File: config.mk
export PLATFORM = sky130hd
export DESIGN_NAME = rgb565_pixel_attribute_sobel_unit
export DESIGN_NICKNAME = d
export VERILOG_FILES = /design/src/rtl/rpas_pkg.sv /design/src/rtl/rpas_divider.sv /design/src/rtl/rgb565_pixel_attribute_sobel_unit.sv
export SDC_FILE = /design/constraint.sdc
export NUM_CORES = 2
export LEC_CHECK = 0
export BUFFER_PORTS_ARGS = -buffer_cell sky130_fd_sc_hd__buf_2
export CORE_MARGIN = 2
export CORE_UTILIZATION = 54
export DETAILED_ROUTE_END_ITERATION = 10
export GPL_TIMING_DRIVEN = 0
export PLACE_DENSITY = 0.72
export SYNTH_ARGS = -nofsm -noshare
export SYNTH_HDL_FRONTEND = slang
export SYNTH_SLANG_ARGS = --single-unit
File: constraint.sdc
create_clock -name clk -period 17.7 [get_ports clk]
set_input_delay 2.655 -clock clk [delete_from_list [all_inputs] [get_ports clk]]
set_output_delay 2.655 -clock clk [all_outputs]
set_load 0.02 [all_outputs]
File: src/rtl/rpas_pkg.sv
package rpas_pkg;

    localparam int MaxWidthDef  = 256;
    localparam int MaxHeightDef = 256;

    localparam logic [8:0]  NoHue       = 9'h1FF;
    localparam logic [23:0] SumMax      = 24'hFFFFFF;
    localparam logic [6:0]  EdgeSat     = 7'd127;

    localparam logic [2:0] CfgWidth   = 3'd0;
    localparam logic [2:0] CfgHeight  = 3'd1;
    localparam logic [2:0] CfgDivisor = 3'd2;
    localparam logic [2:0] CfgHueMin  = 3'd3;
    localparam logic [2:0] CfgFloor   = 3'd4;

    // request to the shared divider
    typedef struct packed {
        logic        start;
        logic [23:0] dividend;
        logic [16:0] divisor;
    } div_req_t;

    typedef struct packed {
        logic        done;
        logic [23:0] quotient;
    } div_rsp_t;

endpackage

File: src/rtl/rpas_divider.sv
// Restoring divider, one quotient bit per cycle.
module rpas_divider
(
    input  logic               clk,
    input  logic               rst_n,
    input  rpas_pkg::div_req_t req,
    output rpas_pkg::div_rsp_t rsp
);

    logic [4:0]  count_reg;
    logic        busy_reg;
    logic        done_reg;
    logic [23:0] quo_reg;
    logic [16:0] rem_reg;
    logic [16:0] dvs_reg;
    logic [17:0] trial;

    assign trial = {rem_reg, quo_reg[23]} - {1'b0, dvs_reg};

    always_ff @(posedge clk or negedge rst_n)
    begin
        if (!rst_n)
        begin
            count_reg <= '0;
            busy_reg  <= 1'b0;
            done_reg  <= 1'b0;
        end
        else
        begin
            done_reg <= 1'b0;
            if (req.start)
            begin
                busy_reg  <= 1'b1;
                count_reg <= 5'd23;
            end
            else if (busy_reg)
            begin
                if (count_reg == 5'd0)
                begin
                    busy_reg <= 1'b0;
                    done_reg <= 1'b1;
                end
                count_reg <= count_reg - 5'd1;
            end
        end
    end

    always_ff @(posedge clk)
    begin
        if (req.start)
        begin
            quo_reg <= req.dividend;
            rem_reg <= '0;
            dvs_reg <= req.divisor;
        end
        else if (busy_reg)
        begin
            if (!trial[17])
            begin
                rem_reg <= trial[16:0];
                quo_reg <= {quo_reg[22:0], 1'b1};
            end
            else
            begin
                rem_reg <= {rem_reg[15:0], quo_reg[23]};
                quo_reg <= {quo_reg[22:0], 1'b0};
            end
        end
    end

    assign rsp.done     = done_reg;
    assign rsp.quotient = quo_reg;

    a_done_after_busy: assert property (@(posedge clk) disable iff (!rst_n)
        done_reg |-> $past(busy_reg)) else $error("done without busy");
    a_start_idle: assert property (@(posedge clk) disable iff (!rst_n)
        req.start |=> busy_reg) else $error("start lost");
    a_count_busy: assert property (@(posedge clk) disable iff (!rst_n)
        done_reg |-> !busy_reg) else $error("busy after done");

endmodule

File: src/rtl/rgb565_pixel_attribute_sobel_unit.sv
// Pixel attribute and Sobel unit. One request at a time: the block takes a
// pixel, computes luma, saturation, hue and a 3x3 Sobel edge strength from
// two line stores, and presents one result. A pixel with no hue quotient to
// work out passes through the read, calc and output states. A hue quotient
// or a frame mean costs one 24-step pass of the shared restoring divider
// between calc and output; a frame-end pixel that needs both makes two
// passes, hue first. Output stalls hold the result, and the next
// pixel is taken once the result has been collected. Line stores are
// undefined until written; edge is zero on the first two rows and columns.
module rgb565_pixel_attribute_sobel_unit
#(
    parameter int MAX_WIDTH  = rpas_pkg::MaxWidthDef,
    parameter int MAX_HEIGHT = rpas_pkg::MaxHeightDef
)
(
    input  logic        clk,
    input  logic        rst_n,
    input  logic        cfg_we,
    input  logic [2:0]  cfg_index,
    input  logic [16:0] cfg_data,
    input  logic        in_valid,
    output logic        in_stall,
    input  logic [15:0] pixel_word,
    input  logic        frame_start,
    output logic        out_valid,
    input  logic        out_stall,
    output logic [6:0]  luma,
    output logic [8:0]  hue_deg,
    output logic [5:0]  saturation,
    output logic [6:0]  edge_strength,
    output logic [29:0] attribute_word,
    output logic [7:0]  column,
    output logic [7:0]  line,
    output logic        frame_end,
    output logic [6:0]  mean_luma
);

    localparam int AW = (MAX_WIDTH > 1) ? $clog2(MAX_WIDTH) : 1;
    localparam int CW = $clog2(MAX_WIDTH + 1);
    localparam int RW = $clog2(MAX_HEIGHT + 1);

    typedef enum logic [2:0] {S_IDLE, S_READ, S_CALC, S_HDIV, S_MDIV, S_OUT} state_t;

    state_t      state_reg;
    logic [8:0]  width_reg, height_reg;
    logic [16:0] divisor_reg;
    logic [5:0]  hmin_reg;
    logic [6:0]  floor_reg;

    logic [6:0]  older_mem [MAX_WIDTH];
    logic [6:0]  prev_mem  [MAX_WIDTH];
    logic [6:0]  older_rd_reg, prev_rd_reg;
    logic [6:0]  win_reg [6];
    logic [CW-1:0] col_reg;
    logic [RW-1:0] row_reg;
    logic [23:0] sum_reg;

    logic [15:0] px_reg;
    logic [6:0]  luma_reg;
    logic [8:0]  hue_reg;
    logic [5:0]  sat_reg;
    logic [6:0]  edge_reg;
    logic [7:0]  ocol_reg, orow_reg;
    logic        fend_reg;
    logic [6:0]  mean_reg;
    logic        hneg_reg;
    logic [8:0]  hbase_reg;

    // combinational pixel decode
    logic [4:0] r5, b5;
    logic [5:0] g6, r6, b6, mx, mn, dl;
    logic [6:0] lm;
    assign r5 = px_reg[7:3];
    assign g6 = {px_reg[2:0], px_reg[15:13]};
    assign b5 = px_reg[12:8];
    assign r6 = {r5, 1'b0};
    assign b6 = {b5, 1'b0};
    assign lm = 7'(({1'b0, r5, 2'b0} + {g6, 2'b0} + {2'b0, b5, 1'b0}
                    + {3'b0, g6}) >> 2);

    always_comb
    begin
        mx = r6;
        if (g6 > mx) mx = g6;
        if (b6 > mx) mx = b6;
        mn = r6;
        if (g6 < mn) mn = g6;
        if (b6 < mn) mn = b6;
        dl = mx - mn;
    end

    // hue numerator magnitude and sign
    logic [6:0]  hdiff;
    logic        hneg;
    logic [8:0]  hbase;
    logic [12:0] hnum;
    always_comb
    begin
        priority if (r6 == mx)
        begin
            hneg  = g6 < b6;
            hdiff = hneg ? 7'(b6 - g6) : 7'(g6 - b6);
            hbase = 9'd0;
        end
        else if (g6 == mx)
        begin
            hneg  = b6 < r6;
            hdiff = hneg ? 7'(r6 - b6) : 7'(b6 - r6);
            hbase = 9'd120;
        end
        else
        begin
            hneg  = r6 < g6;
            hdiff = hneg ? 7'(g6 - r6) : 7'(r6 - g6);
            hbase = 9'd240;
        end
        hnum = 13'(hdiff * 7'd60);
    end

    // Sobel
    logic [CW-1:0] w_use;
    logic [RW-1:0] h_use;
    logic [AW-1:0] ci;
    logic signed [10:0] gx, gy;
    logic [10:0] agx, agy;
    logic [11:0] mag;
    logic [6:0]  edge_v;
    always_comb
    begin
        if (width_reg == 9'd0) w_use = CW'(1);
        else if (32'(width_reg) > MAX_WIDTH) w_use = CW'(MAX_WIDTH);
        else w_use = CW'(width_reg);
        if (height_reg == 9'd0) h_use = RW'(1);
        else if (32'(height_reg) > MAX_HEIGHT) h_use = RW'(MAX_HEIGHT);
        else h_use = RW'(height_reg);
        ci = col_reg[AW-1:0];
        gx = 11'(signed'({4'b0, older_rd_reg})) + 11'(signed'({4'b0, lm}))
           - 11'(signed'({4'b0, win_reg[1]})) - 11'(signed'({4'b0, win_reg[5]}))
           + 11'(signed'({3'b0, prev_rd_reg, 1'b0}))
           - 11'(signed'({3'b0, win_reg[3], 1'b0}));
        gy = 11'(signed'({4'b0, win_reg[5]})) + 11'(signed'({4'b0, lm}))
           - 11'(signed'({4'b0, win_reg[1]})) - 11'(signed'({4'b0, older_rd_reg}))
           + 11'(signed'({3'b0, win_reg[4], 1'b0}))
           - 11'(signed'({3'b0, win_reg[0], 1'b0}));
        agx = gx[10] ? 11'(-gx) : 11'(gx);
        agy = gy[10] ? 11'(-gy) : 11'(gy);
        mag = {1'b0, agx} + {1'b0, agy};
        edge_v = (mag > 12'd127) ? rpas_pkg::EdgeSat : mag[6:0];
        if (edge_v < floor_reg) edge_v = 7'd0;
        if (!(col_reg > CW'(1) && row_reg > RW'(1))) edge_v = 7'd0;
    end

    logic [24:0] sum_add;
    logic        lend, fend;
    assign sum_add = {1'b0, sum_reg} + 25'(lm);
    assign lend = col_reg >= w_use - CW'(1);
    assign fend = lend && (row_reg >= h_use - RW'(1));

    rpas_pkg::div_req_t dreq;
    rpas_pkg::div_rsp_t drsp;
    rpas_divider u_div (.clk(clk), .rst_n(rst_n), .req(dreq), .rsp(drsp));

    logic [23:0] sum_sat;
    assign sum_sat = sum_add[24] ? rpas_pkg::SumMax : sum_add[23:0];

    logic [16:0] div_use;
    assign div_use = (divisor_reg == 17'd0) ? 17'd1 : divisor_reg;

    logic hue_go;
    assign hue_go = !(dl < hmin_reg || dl == 6'd0);

    // hue quotient first; the frame mean starts from calc when there is no hue
    always_comb
    begin
        dreq.start    = 1'b0;
        dreq.dividend = {11'b0, hnum};
        dreq.divisor  = {11'b0, dl};
        if (state_reg == S_CALC && hue_go)
            dreq.start = 1'b1;
        else if (state_reg == S_CALC && fend)
        begin
            dreq.start    = 1'b1;
            dreq.dividend = sum_sat;
            dreq.divisor  = div_use;
        end
        else if (state_reg == S_HDIV && drsp.done && fend_reg)
        begin
            dreq.start    = 1'b1;
            dreq.dividend = sum_reg;
            dreq.divisor  = div_use;
        end
    end

    logic [8:0] hq;
    assign hq = 9'(drsp.quotient);

    function automatic logic [8:0] hdiv_unused(input logic [5:0] d, input logic [5:0] m);
        return (d < m) ? rpas_pkg::NoHue : 9'd0;
    endfunction

    always_ff @(posedge clk or negedge rst_n)
    begin
        if (!rst_n)
        begin
            state_reg   <= S_IDLE;
            width_reg   <= 9'd160;
            height_reg  <= 9'd120;
            divisor_reg <= 17'd19200;
            hmin_reg    <= 6'd6;
            floor_reg   <= 7'd60;
            col_reg     <= '0;
            row_reg     <= '0;
            sum_reg     <= '0;
            hue_reg     <= '0;
            fend_reg    <= 1'b0;
            for (int i = 0; i < 6; i++) win_reg[i] <= '0;
        end
        else
        begin
            if (cfg_we)
            begin
                unique case (cfg_index)
                    rpas_pkg::CfgWidth:   width_reg   <= cfg_data[8:0];
                    rpas_pkg::CfgHeight:  height_reg  <= cfg_data[8:0];
                    rpas_pkg::CfgDivisor: divisor_reg <= cfg_data;
                    rpas_pkg::CfgHueMin:  hmin_reg    <= cfg_data[5:0];
                    rpas_pkg::CfgFloor:   floor_reg   <= cfg_data[6:0];
                    default: ;
                endcase
            end
            unique case (state_reg)
                S_IDLE:
                    if (in_valid)
                    begin
                        state_reg <= S_READ;
                        if (frame_start)
                        begin
                            col_reg <= '0;
                            row_reg <= '0;
                            sum_reg <= '0;
                        end
                    end
                S_READ: state_reg <= S_CALC;
                S_CALC:
                begin
                    win_reg[1] <= win_reg[0];
                    win_reg[0] <= older_rd_reg;
                    win_reg[3] <= win_reg[2];
                    win_reg[2] <= prev_rd_reg;
                    win_reg[5] <= win_reg[4];
                    win_reg[4] <= lm;
                    // the divider has already taken the sum when the mean starts here
                    if (fend && !hue_go)
                        sum_reg <= '0;
                    else
                        sum_reg <= sum_sat;
                    fend_reg   <= fend;
                    if (fend)
                    begin
                        col_reg <= '0;
                        row_reg <= '0;
                    end
                    else if (lend)
                    begin
                        col_reg <= '0;
                        row_reg <= row_reg + RW'(1);
                    end
                    else
                        col_reg <= col_reg + CW'(1);
                    if (hue_go) state_reg <= S_HDIV;
                    else if (fend)
                    begin
                        state_reg <= S_MDIV;
                        hue_reg   <= hdiv_unused(dl, hmin_reg);
                    end
                    else
                    begin
                        state_reg <= S_OUT;
                        hue_reg   <= hdiv_unused(dl, hmin_reg);
                    end
                end
                S_HDIV:
                    if (drsp.done)
                    begin
                        hue_reg <= hneg_reg ? ((hbase_reg < hq) ?
                                   9'(hbase_reg + 9'd360 - hq) : 9'(hbase_reg - hq))
                                   : 9'(hbase_reg + hq);
                        state_reg <= fend_reg ? S_MDIV : S_OUT;
                        if (fend_reg)
                            sum_reg <= '0;
                    end
                S_MDIV:
                    if (drsp.done) state_reg <= S_OUT;
                S_OUT:
                    if (!out_stall) state_reg <= S_IDLE;
                default: state_reg <= S_IDLE;
            endcase
        end
    end

    always_ff @(posedge clk)
    begin
        if (state_reg == S_IDLE && in_valid)
            px_reg <= pixel_word;
        if (state_reg == S_READ)
        begin
            older_rd_reg <= older_mem[ci];
            prev_rd_reg  <= prev_mem[ci];
        end
        if (state_reg == S_CALC)
        begin
            older_mem[ci] <= prev_rd_reg;
            prev_mem[ci]  <= lm;
            luma_reg  <= lm;
            sat_reg   <= dl;
            edge_reg  <= edge_v;
            ocol_reg  <= 8'(col_reg);
            orow_reg  <= 8'(row_reg);
            hneg_reg  <= hneg;
            hbase_reg <= hbase;
            mean_reg  <= '0;
        end
        if (state_reg == S_MDIV && drsp.done)
            mean_reg <= (drsp.quotient > 24'd127) ? 7'd127 : drsp.quotient[6:0];
    end

    assign in_stall       = (state_reg != S_IDLE);
    assign out_valid      = (state_reg == S_OUT);
    assign luma           = luma_reg;
    assign hue_deg        = hue_reg;
    assign saturation     = sat_reg;
    assign edge_strength  = edge_reg;
    assign attribute_word = {edge_reg, sat_reg, hue_reg, 1'b0, luma_reg};
    assign column         = ocol_reg;
    assign line           = orow_reg;
    assign frame_end      = fend_reg;
    assign mean_luma      = mean_reg;

    a_out_stall_hold: assert property (@(posedge clk) disable iff (!rst_n)
        out_valid |-> in_stall) else $error("input open while result pending");
    a_mean_zero: assert property (@(posedge clk) disable iff (!rst_n)
        (out_valid && !frame_end) |-> (mean_luma == 7'd0)) else $error("stray mean");
    a_hue_range: assert property (@(posedge clk) disable iff (!rst_n)
        out_valid |-> (hue_deg < 9'd360 || hue_deg == rpas_pkg::NoHue))
        else $error("hue out of range");

endmodule

Word-level counts from Yosys, hierarchy flattened
Memory sizes are Yosys's and may differ from the RTL's. A register that Yosys moved wholly into a read port is not among the register bits.
Index checks and enable logic that the tools add are counted.
{"block": "word_totals", "regBits": 279, "ramBits": 3584, "in_bits": 42, "output_inout_bits": 85, "wordCells": 213, "mem_count": 2}
{"block": "classes", "n_addsub": 34, "n_mul": 1, "order_cmp": 18, "eq_ne": 19, "mux": 70, "bitwise": 1, "n_reduce_logical": 35}
{"memory": "older_mem", "words": 256, "width": 7, "read_ports": 1, "rd_clocked_by_memory_dff": 1, "write_ports": 1, "line_no": "rgb565_pixel_attribute_sobel_unit.sv:50", "text": "logic [6:0] older_mem [MAX_WIDTH];"}
{"memory": "prev_mem", "words": 256, "width": 7, "read_ports": 1, "rd_clocked_by_memory_dff": 1, "write_ports": 1, "line_no": "rgb565_pixel_attribute_sobel_unit.sv:51", "text": "logic [6:0] prev_mem [MAX_WIDTH];"}
{"cell": "24-bit 2-to-1 mux", "count": 8}
{"cell": "9-bit 2-to-1 mux", "count": 15}
{"cell": "42-bit 2-to-1 mux", "count": 2}
{"cell": "24-bit case mux with 3 select lines", "count": 1}
{"cell": "7-bit 2-to-1 mux", "count": 9}
{"cell": "9-bit case mux with 2 select lines", "count": 3}
{"cell": "6-bit by 6-bit subtractor with 7-bit output", "count": 6}
{"cell": "41-bit 2-to-1 mux", "count": 1}
{"cell": "6-bit less-than comparator", "count": 6}
{"cell": "17-bit 2-to-1 mux", "count": 2}
{"cell": "24-bit by 7-bit adder with 25-bit output", "count": 1}
{"cell": "24-bit by 7-bit > comparator with 1-bit output, second input constant", "count": 1}
{"cell": "6-bit 2-to-1 mux", "count": 4}
{"cell": "10-bit by 9-bit adder with 11-bit output", "count": 2}
{"cell": "11-bit 2-to-1 mux", "count": 2}
{"cell": "11-bit negator", "count": 2}
{"cell": "11-bit by 9-bit subtractor with 11-bit output", "count": 2}
{"cell": "9-bit by 8-bit subtractor with 10-bit output", "count": 2}
{"cell": "9-bit by 1-bit adder with 9-bit output, second input constant", "count": 2}
{"cell": "9-bit by 6-bit adder with 9-bit output", "count": 2}
{"cell": "9-bit >= comparator", "count": 2}
{"cell": "9-bit by 1-bit > comparator with 1-bit output, second input constant", "count": 2}
{"cell": "9-bit > comparator, second input constant", "count": 2}
{"cell": "9-bit logical NOT", "count": 2}
{"cell": "other kinds (43)", "count": 97}

Longest topological paths before layout
{"block": "logic_depth", "word_depth": 15, "ltp_mapped": 42, "depth_no_buf": 40}

Hierarchy
Synthesis repeated with hierarchy kept, for this count alone.
{"block": "hier_totals", "cells_unflattened": 7816, "area_unflattened_um2": 159270.3}
{"module": "rgb565_pixel_attribute_sobel_unit", "instances": 1, "cells_each": 7495, "area_each_um2": 155751.9, "seq_area_each_um2": 113583.9}
{"module": "rpas_divider", "instances": 1, "cells_each": 321, "area_each_um2": 3518.4, "seq_area_each_um2": 1746.7}

Worst setup path after synthesis
OpenSTA, ideal clock, no wires.
{"block": "synth_path", "kind": "reg-to-reg", "from": "register px_reg[0]", "to": "register edge_reg[1], in the netlist edge_strength[1] (data pin)", "setup_ns": 0.271, "arrival_time_ns": 16.958, "required_ns": 17.429, "path_slack_ns": 0.471, "path_stages_with_launch": 39, "path_buffers": 1, "synth_period_minus_slack_ns": 17.229, "cell_sequence": "edfxtp_1 > clkbuf_1 > inv_1 > fa_1 > fa_1 > inv_1 > ha_1 > a21oi_1 > a21oi_1 > o21a_1 > nor2_1 > xnor2_1 > fa_1 > ha_1 > a21oi_1 > xor2_1 > fa_1 > ha_1 > [3 not listed] > o21ba_2 > o2bb2ai_1 > mux2_2 > fa_1 > a21o_1 > a21o_1 > a21oi_1 > o211ai_1 > mux2i_1 > nand3_1 > or2_2 > ha_1 > nor2b_1 > o21ai_0 > nand2b_1 > nor4_1 > a2bb2oi_1 > nor2b_1"}
{"block": "synth_via", "elab_chain_cells": 15, "elab_cells_between_ends": 22, "cone_classes": "16 x add/sub; 2 x order compare; 3 x mux; 1 x reduce/logical"}
{"element": "start, declared", "line_no": "rgb565_pixel_attribute_sobel_unit.sv:58", "text": "logic [15:0] px_reg;"}
{"element": "start signal, assigned", "line_no": "rgb565_pixel_attribute_sobel_unit.sv:304", "text": "px_reg <= pixel_word;"}
{"element": "7-bit by 8-bit adder with 9-bit output", "line_no": "rgb565_pixel_attribute_sobel_unit.sv:78", "text": "assign lm = 7'(({1'b0, r5, 2'b0} + {g6, 2'b0} + {2'b0, b5, 1'b0}"}
{"element": "9-bit by 6-bit adder with 9-bit output", "line_no": "rgb565_pixel_attribute_sobel_unit.sv:78"}
{"element": "9-bit by 6-bit adder with 9-bit output (*)", "line_no": "rgb565_pixel_attribute_sobel_unit.sv:79", "text": "+ {3'b0, g6}) >> 2);"}
{"element": "via lm[6]", "line_no": "rgb565_pixel_attribute_sobel_unit.sv:72", "text": "logic [6:0] lm;"}
{"element": "7-bit by 7-bit adder with 8-bit output (on tied branches)", "line_no": "rgb565_pixel_attribute_sobel_unit.sv:137, rgb565_pixel_attribute_sobel_unit.sv:141"}
{"element": "8-bit by 7-bit subtractor with 9-bit output (on tied branches)", "line_no": "rgb565_pixel_attribute_sobel_unit.sv:138, rgb565_pixel_attribute_sobel_unit.sv:142"}
{"element": "9-bit by 8-bit subtractor with 10-bit output (on tied branches)", "line_no": "rgb565_pixel_attribute_sobel_unit.sv:138, rgb565_pixel_attribute_sobel_unit.sv:142"}
{"element": "10-bit by 9-bit adder with 11-bit output (on tied branches)", "line_no": "rgb565_pixel_attribute_sobel_unit.sv:139, rgb565_pixel_attribute_sobel_unit.sv:143"}
{"element": "11-bit by 9-bit subtractor with 11-bit output (on tied branches)", "line_no": "rgb565_pixel_attribute_sobel_unit.sv:140, rgb565_pixel_attribute_sobel_unit.sv:144"}
{"element": "11-bit negator (on tied branches)", "line_no": "rgb565_pixel_attribute_sobel_unit.sv:145, rgb565_pixel_attribute_sobel_unit.sv:146"}
{"element": "11-bit 2-to-1 mux (on tied branches)", "line_no": "rgb565_pixel_attribute_sobel_unit.sv:145, rgb565_pixel_attribute_sobel_unit.sv:146"}
{"element": "11-bit by 11-bit adder with 12-bit output (*)", "line_no": "rgb565_pixel_attribute_sobel_unit.sv:147", "text": "mag = {1'b0, agx} + {1'b0, agy};"}
{"element": "12-bit by 7-bit > comparator with 1-bit output", "line_no": "rgb565_pixel_attribute_sobel_unit.sv:148", "text": "edge_v = (mag > 12'd127) ? rpas_pkg::EdgeSat : mag[6:0];"}
{"element": "7-bit 2-to-1 mux (*)", "line_no": "rgb565_pixel_attribute_sobel_unit.sv:148"}
{"element": "7-bit less-than comparator", "line_no": "rgb565_pixel_attribute_sobel_unit.sv:149", "text": "if (edge_v < floor_reg) edge_v = 7'd0;"}
{"element": "2-bit OR reduction (no source line)"}
{"element": "end signal, assigned", "line_no": "rgb565_pixel_attribute_sobel_unit.sv:316", "text": "edge_reg <= edge_v;"}
{"element": "end, declared", "line_no": "rgb565_pixel_attribute_sobel_unit.sv:62", "text": "logic [6:0] edge_reg;"}
Mark *: on every way through the listed nets, which the timed path passes. The rest lies on a longest branch.
A chain may end at the register's enable or synchronous reset.

Final worst setup path
{"block": "layout_path", "from": "register px_reg[0]", "to": "register edge_reg[3], in the netlist edge_strength[3] (data pin)"}
{"block": "layout_via", "elab_cells_between_ends": 22, "cone_classes": "16 x add/sub; 2 x order compare; 3 x mux; 1 x reduce/logical"}
{"element": "9-bit by 6-bit adder with 9-bit output (*)", "line_no": "rgb565_pixel_attribute_sobel_unit.sv:79"}
{"element": "via lm[2]", "line_no": "rgb565_pixel_attribute_sobel_unit.sv:72"}
{"element": "7-bit by 7-bit adder with 8-bit output (on tied branches)", "line_no": "rgb565_pixel_attribute_sobel_unit.sv:137, rgb565_pixel_attribute_sobel_unit.sv:141"}
{"element": "8-bit by 7-bit subtractor with 9-bit output (on tied branches)", "line_no": "rgb565_pixel_attribute_sobel_unit.sv:138, rgb565_pixel_attribute_sobel_unit.sv:142"}
{"element": "9-bit by 8-bit subtractor with 10-bit output (on tied branches)", "line_no": "rgb565_pixel_attribute_sobel_unit.sv:138, rgb565_pixel_attribute_sobel_unit.sv:142"}
{"element": "10-bit by 9-bit adder with 11-bit output (on tied branches)", "line_no": "rgb565_pixel_attribute_sobel_unit.sv:139, rgb565_pixel_attribute_sobel_unit.sv:143"}
{"element": "11-bit by 9-bit subtractor with 11-bit output (on tied branches)", "line_no": "rgb565_pixel_attribute_sobel_unit.sv:140, rgb565_pixel_attribute_sobel_unit.sv:144"}
{"element": "11-bit negator (on tied branches)", "line_no": "rgb565_pixel_attribute_sobel_unit.sv:145, rgb565_pixel_attribute_sobel_unit.sv:146"}
{"element": "11-bit 2-to-1 mux (on tied branches)", "line_no": "rgb565_pixel_attribute_sobel_unit.sv:145, rgb565_pixel_attribute_sobel_unit.sv:146"}
{"element": "11-bit by 11-bit adder with 12-bit output (*)", "line_no": "rgb565_pixel_attribute_sobel_unit.sv:147"}
{"element": "12-bit by 7-bit > comparator with 1-bit output", "line_no": "rgb565_pixel_attribute_sobel_unit.sv:148"}
{"element": "7-bit 2-to-1 mux (*)", "line_no": "rgb565_pixel_attribute_sobel_unit.sv:148"}
{"element": "7-bit less-than comparator", "line_no": "rgb565_pixel_attribute_sobel_unit.sv:149"}
{"element": "2-bit OR reduction (no source line)"}
Marks and branches as above.

==> flow_metrics.py <==
metrics = {
    "status": {
        "status": "finished, violations left",
        "violations": "max-capacitance violations, max-slew violations",
    },
    "setup_path": {
        "critical_path_class": "reg2reg",
        "path_max_fanout": 142,
        "crit_required_ps": 18360,
        "arrival_ps": 13160,
        "cp-end-kind": "flip-flop",
        "cp.buffers_inverters": 6,
        "cpPeakStageDelay_ps": 1120,
        "worstSetupStartpointType": "flip-flop",
        "cpMostUsedCell": "fa_1",
        "cp_top_family": "adder cells",
        "cpMaxStageDelayCell": "fa_1",
    },
    "clocking": {
        "cts_tree": "built",
        "cts_sinks": 3871,
        "path_clk_slew_ps": 60,
        "root_buffer": "clkbuf_16",
        "postCtsSetupRepairBufs": 0,
        "cts_buffer_depth": 4,
        "cts-resized-gates": 0,
        "htreeDepth": 5,
        "hold_buffers": 0,
        "worstSkewPairLatency_ps": 1020,
        "cts_inserted_buffers": 382,
    },
    "yosys": {
        "synth_warnings": 0,
        "synth_ff_type": "edfxtp_1",
        "async_flop_share": 0.0393,
        "ys_seq_elements": 3871,
        "yosys-top-cells-area": "edfxtp_1 70%, mux4_2 16%, dfrtp_1 2.1%",
        "synth_cells": 7745,
        "synth_area_um2": 159000,
        "synth_seq_area_share": 0.726,
        "syn_area_per_cell_um2": 20.5,
        "synth_top_area_frac": 0.700,
        "syn-num-nets": 8066,
        "synth_edf_count": 3702,
        "ys_types": 91,
        "yosysTopAreaCell": "edfxtp_1",
    },
    "route": {
        "first_pass_iters": 10,
        "drt-initial-drc-count": 17636,
        "vias": 91809,
        "postRouteAntennaNets": 0,
        "drc_errors": 0,
        "wl_per_cell_um": 43.4,
        "wl_um": 558000,
        "avgViaCountPerCell": 7.13,
    },
    "placement": {
        "hpwlAfterDp_um": 374000,
        "io_buffers": 125,
        "placed_area_um2": 172000,
        "place_congestion": 1.05,
    },
    "floorplan": {
        "num_rows": 199,
        "core_um2": 293000,
        "die-height_um": 546,
        "initial_core_util": 0.541,
        "dieArea_um2": 298000,
        "io_pins": 127,
        "die_w_um": 546,
    },
    "sta": {
        "period_share": 0.707,
        "setup_viol_count_final": 0,
        "fmax_ghz": 0.0799,
        "tightest_slew_ps": 1640,
        "hold_slack_ps": 475,
        "skew_ps": 83.3,
        "finalHoldViolations": 0,
        "finalCriticalPeriod_ps": 12510,
        "slew_viol_final": 88,
        "grt_setup_unrepaired": "no",
        "max-slew-margin-rel": -0.0927,
    },
    "final_layout": {
        "final_common_cell": "edfxtp_1",
        "drive_gt1_frac": 0.320,
        "mostFrequentLayoutCells": "3,702 x edfxtp_1, 1,148 x mux4_2, 384 x clkbuf_16",
        "fin_nets": 8925,
        "seq_area_um2": 115000,
        "final_cell_area_um2": 185000,
        "multi_input_area_um2": 41400,
        "nFillCells": 19359,
        "syn2layout_area_growth_pct": 16.2,
    },
    "run": {
        "maxCapViolCount": 8,
    },
    "global_routing": {
        "track_usage": 0.372,
        "grt_pass1_wl_um": 744000,
        "antenna_found_initial": 55,
        "grt-ovfl-total": 0,
        "grt_max_degree": 145,
        "grt_pass1_vias": 87214,
    },
    "worst_hold_path": {
        "hold_path.class": "reg2reg",
    },
}
[kinds of logic (layout without fill, tap and decap cells)]
group | Yosys count | count (layout) | share of synthesized area
compound gates | 584 | 584 | 0.0248
xor+xnor | 127 | 127 | 0.00705
fa+ha+maj | 281 | 281 | 0.0251
buf+inv | 640 | 1810 | 0.0178
flops | 3871 | 3871 | 0.726
mux | 1272 | 1272 | 0.171
other cells | 1 | 37 | 0.0000236
simple gates | 969 | 969 | 0.0278
[metal layers]
metal | share of wire | wire length [µm] | vias to the layer above | GRT usage
li1 | - | - | 33606 | -
met3 | 0.17 | 94100 | 1944 | 0.170
met4 | 0.084 | 46800 | 30 | 0.244
met2 | 0.43 | 240000 | 9050 | 0.534
met1 | 0.32 | 177000 | 47179 | 0.456
met5 | 0.0011 | 609 | - | 0.00465
[worst min-delay path: stages (launching register included)]
cell and delay, ps:
dfrtp_1 340, nand2_1 50, nand2_1 60
[final cells by class]
class,count,share of cell area
timing repair buffer,475,0.0399
tap,3919,0.0266
buffer,413,0.0116
clock inverter,230,0.0134
clock buffer,465,0.0542
sequential,3871,0.625
inverter,227,0.00466
antenna,36,0.000488
multi-input combinational,3234,0.224
[synth_stat cells, types with 14 or more instances]
cell type,count
dfstp_2,16
nand3_1,76
buf_2,93
mux2_2,72
nor2_1,418
nor2b_1,57
inv_1,224
nand4_1,23
xor2_1,58
nand2_1,216
nand2b_1,31
a31oi_1,27
buf_4,65
o21a_1,26
mux4_2,1148
dfxtp_1,17
a21o_1,49
dfrtp_1,136
edfxtp_1,3702
and3_1,37
mux2i_1,51
nor3_1,25
a21oi_1,123
clkbuf_1,204
and2_1,14
fa_1,64
o211ai_1,17
ha_1,215
a22o_1,18
nor4_1,25
o21ai_0,146
buf_1,42
xnor2_1,68
[path summary, 6_finish.rpt]
path / startpoint / to / slack, ps / cells after the start
worst max-delay path: px_reg[0] / edge_strength[3] / 5190 / 41
worst min-delay path: win_reg[23] / win_reg[23] / 480 / 2
worst max register to register: px_reg[0] / edge_strength[3] / 5190 / 41
worst min register to register: win_reg[23] / win_reg[23] / 480 / 2
max in group asynchronous: rst_n / sum_reg[21] / 15130 / 2
min in group asynchronous: rst_n / width_reg[2] / 1600 / 1
[metrics by stage]
stage / setup TNS (ps) / std cells / setup WS (ps) / util
after floorplan: 0 / 7745 / 471 / -
after global placement: -965040 / 11789 / -8220 / 0.560
after detailed placement: 0 / 12135 / 5300 / 0.586
after CTS: 0 / 12830 / 5260 / 0.628
after global routing: 0 / 12837 / 4490 / 0.629
final: 0 / 12870 / 5190 / 0.629
Power is left out: the tool's default activity adds up to more than one toggle a clock period on the data nets, which glitch-free logic cannot reach.
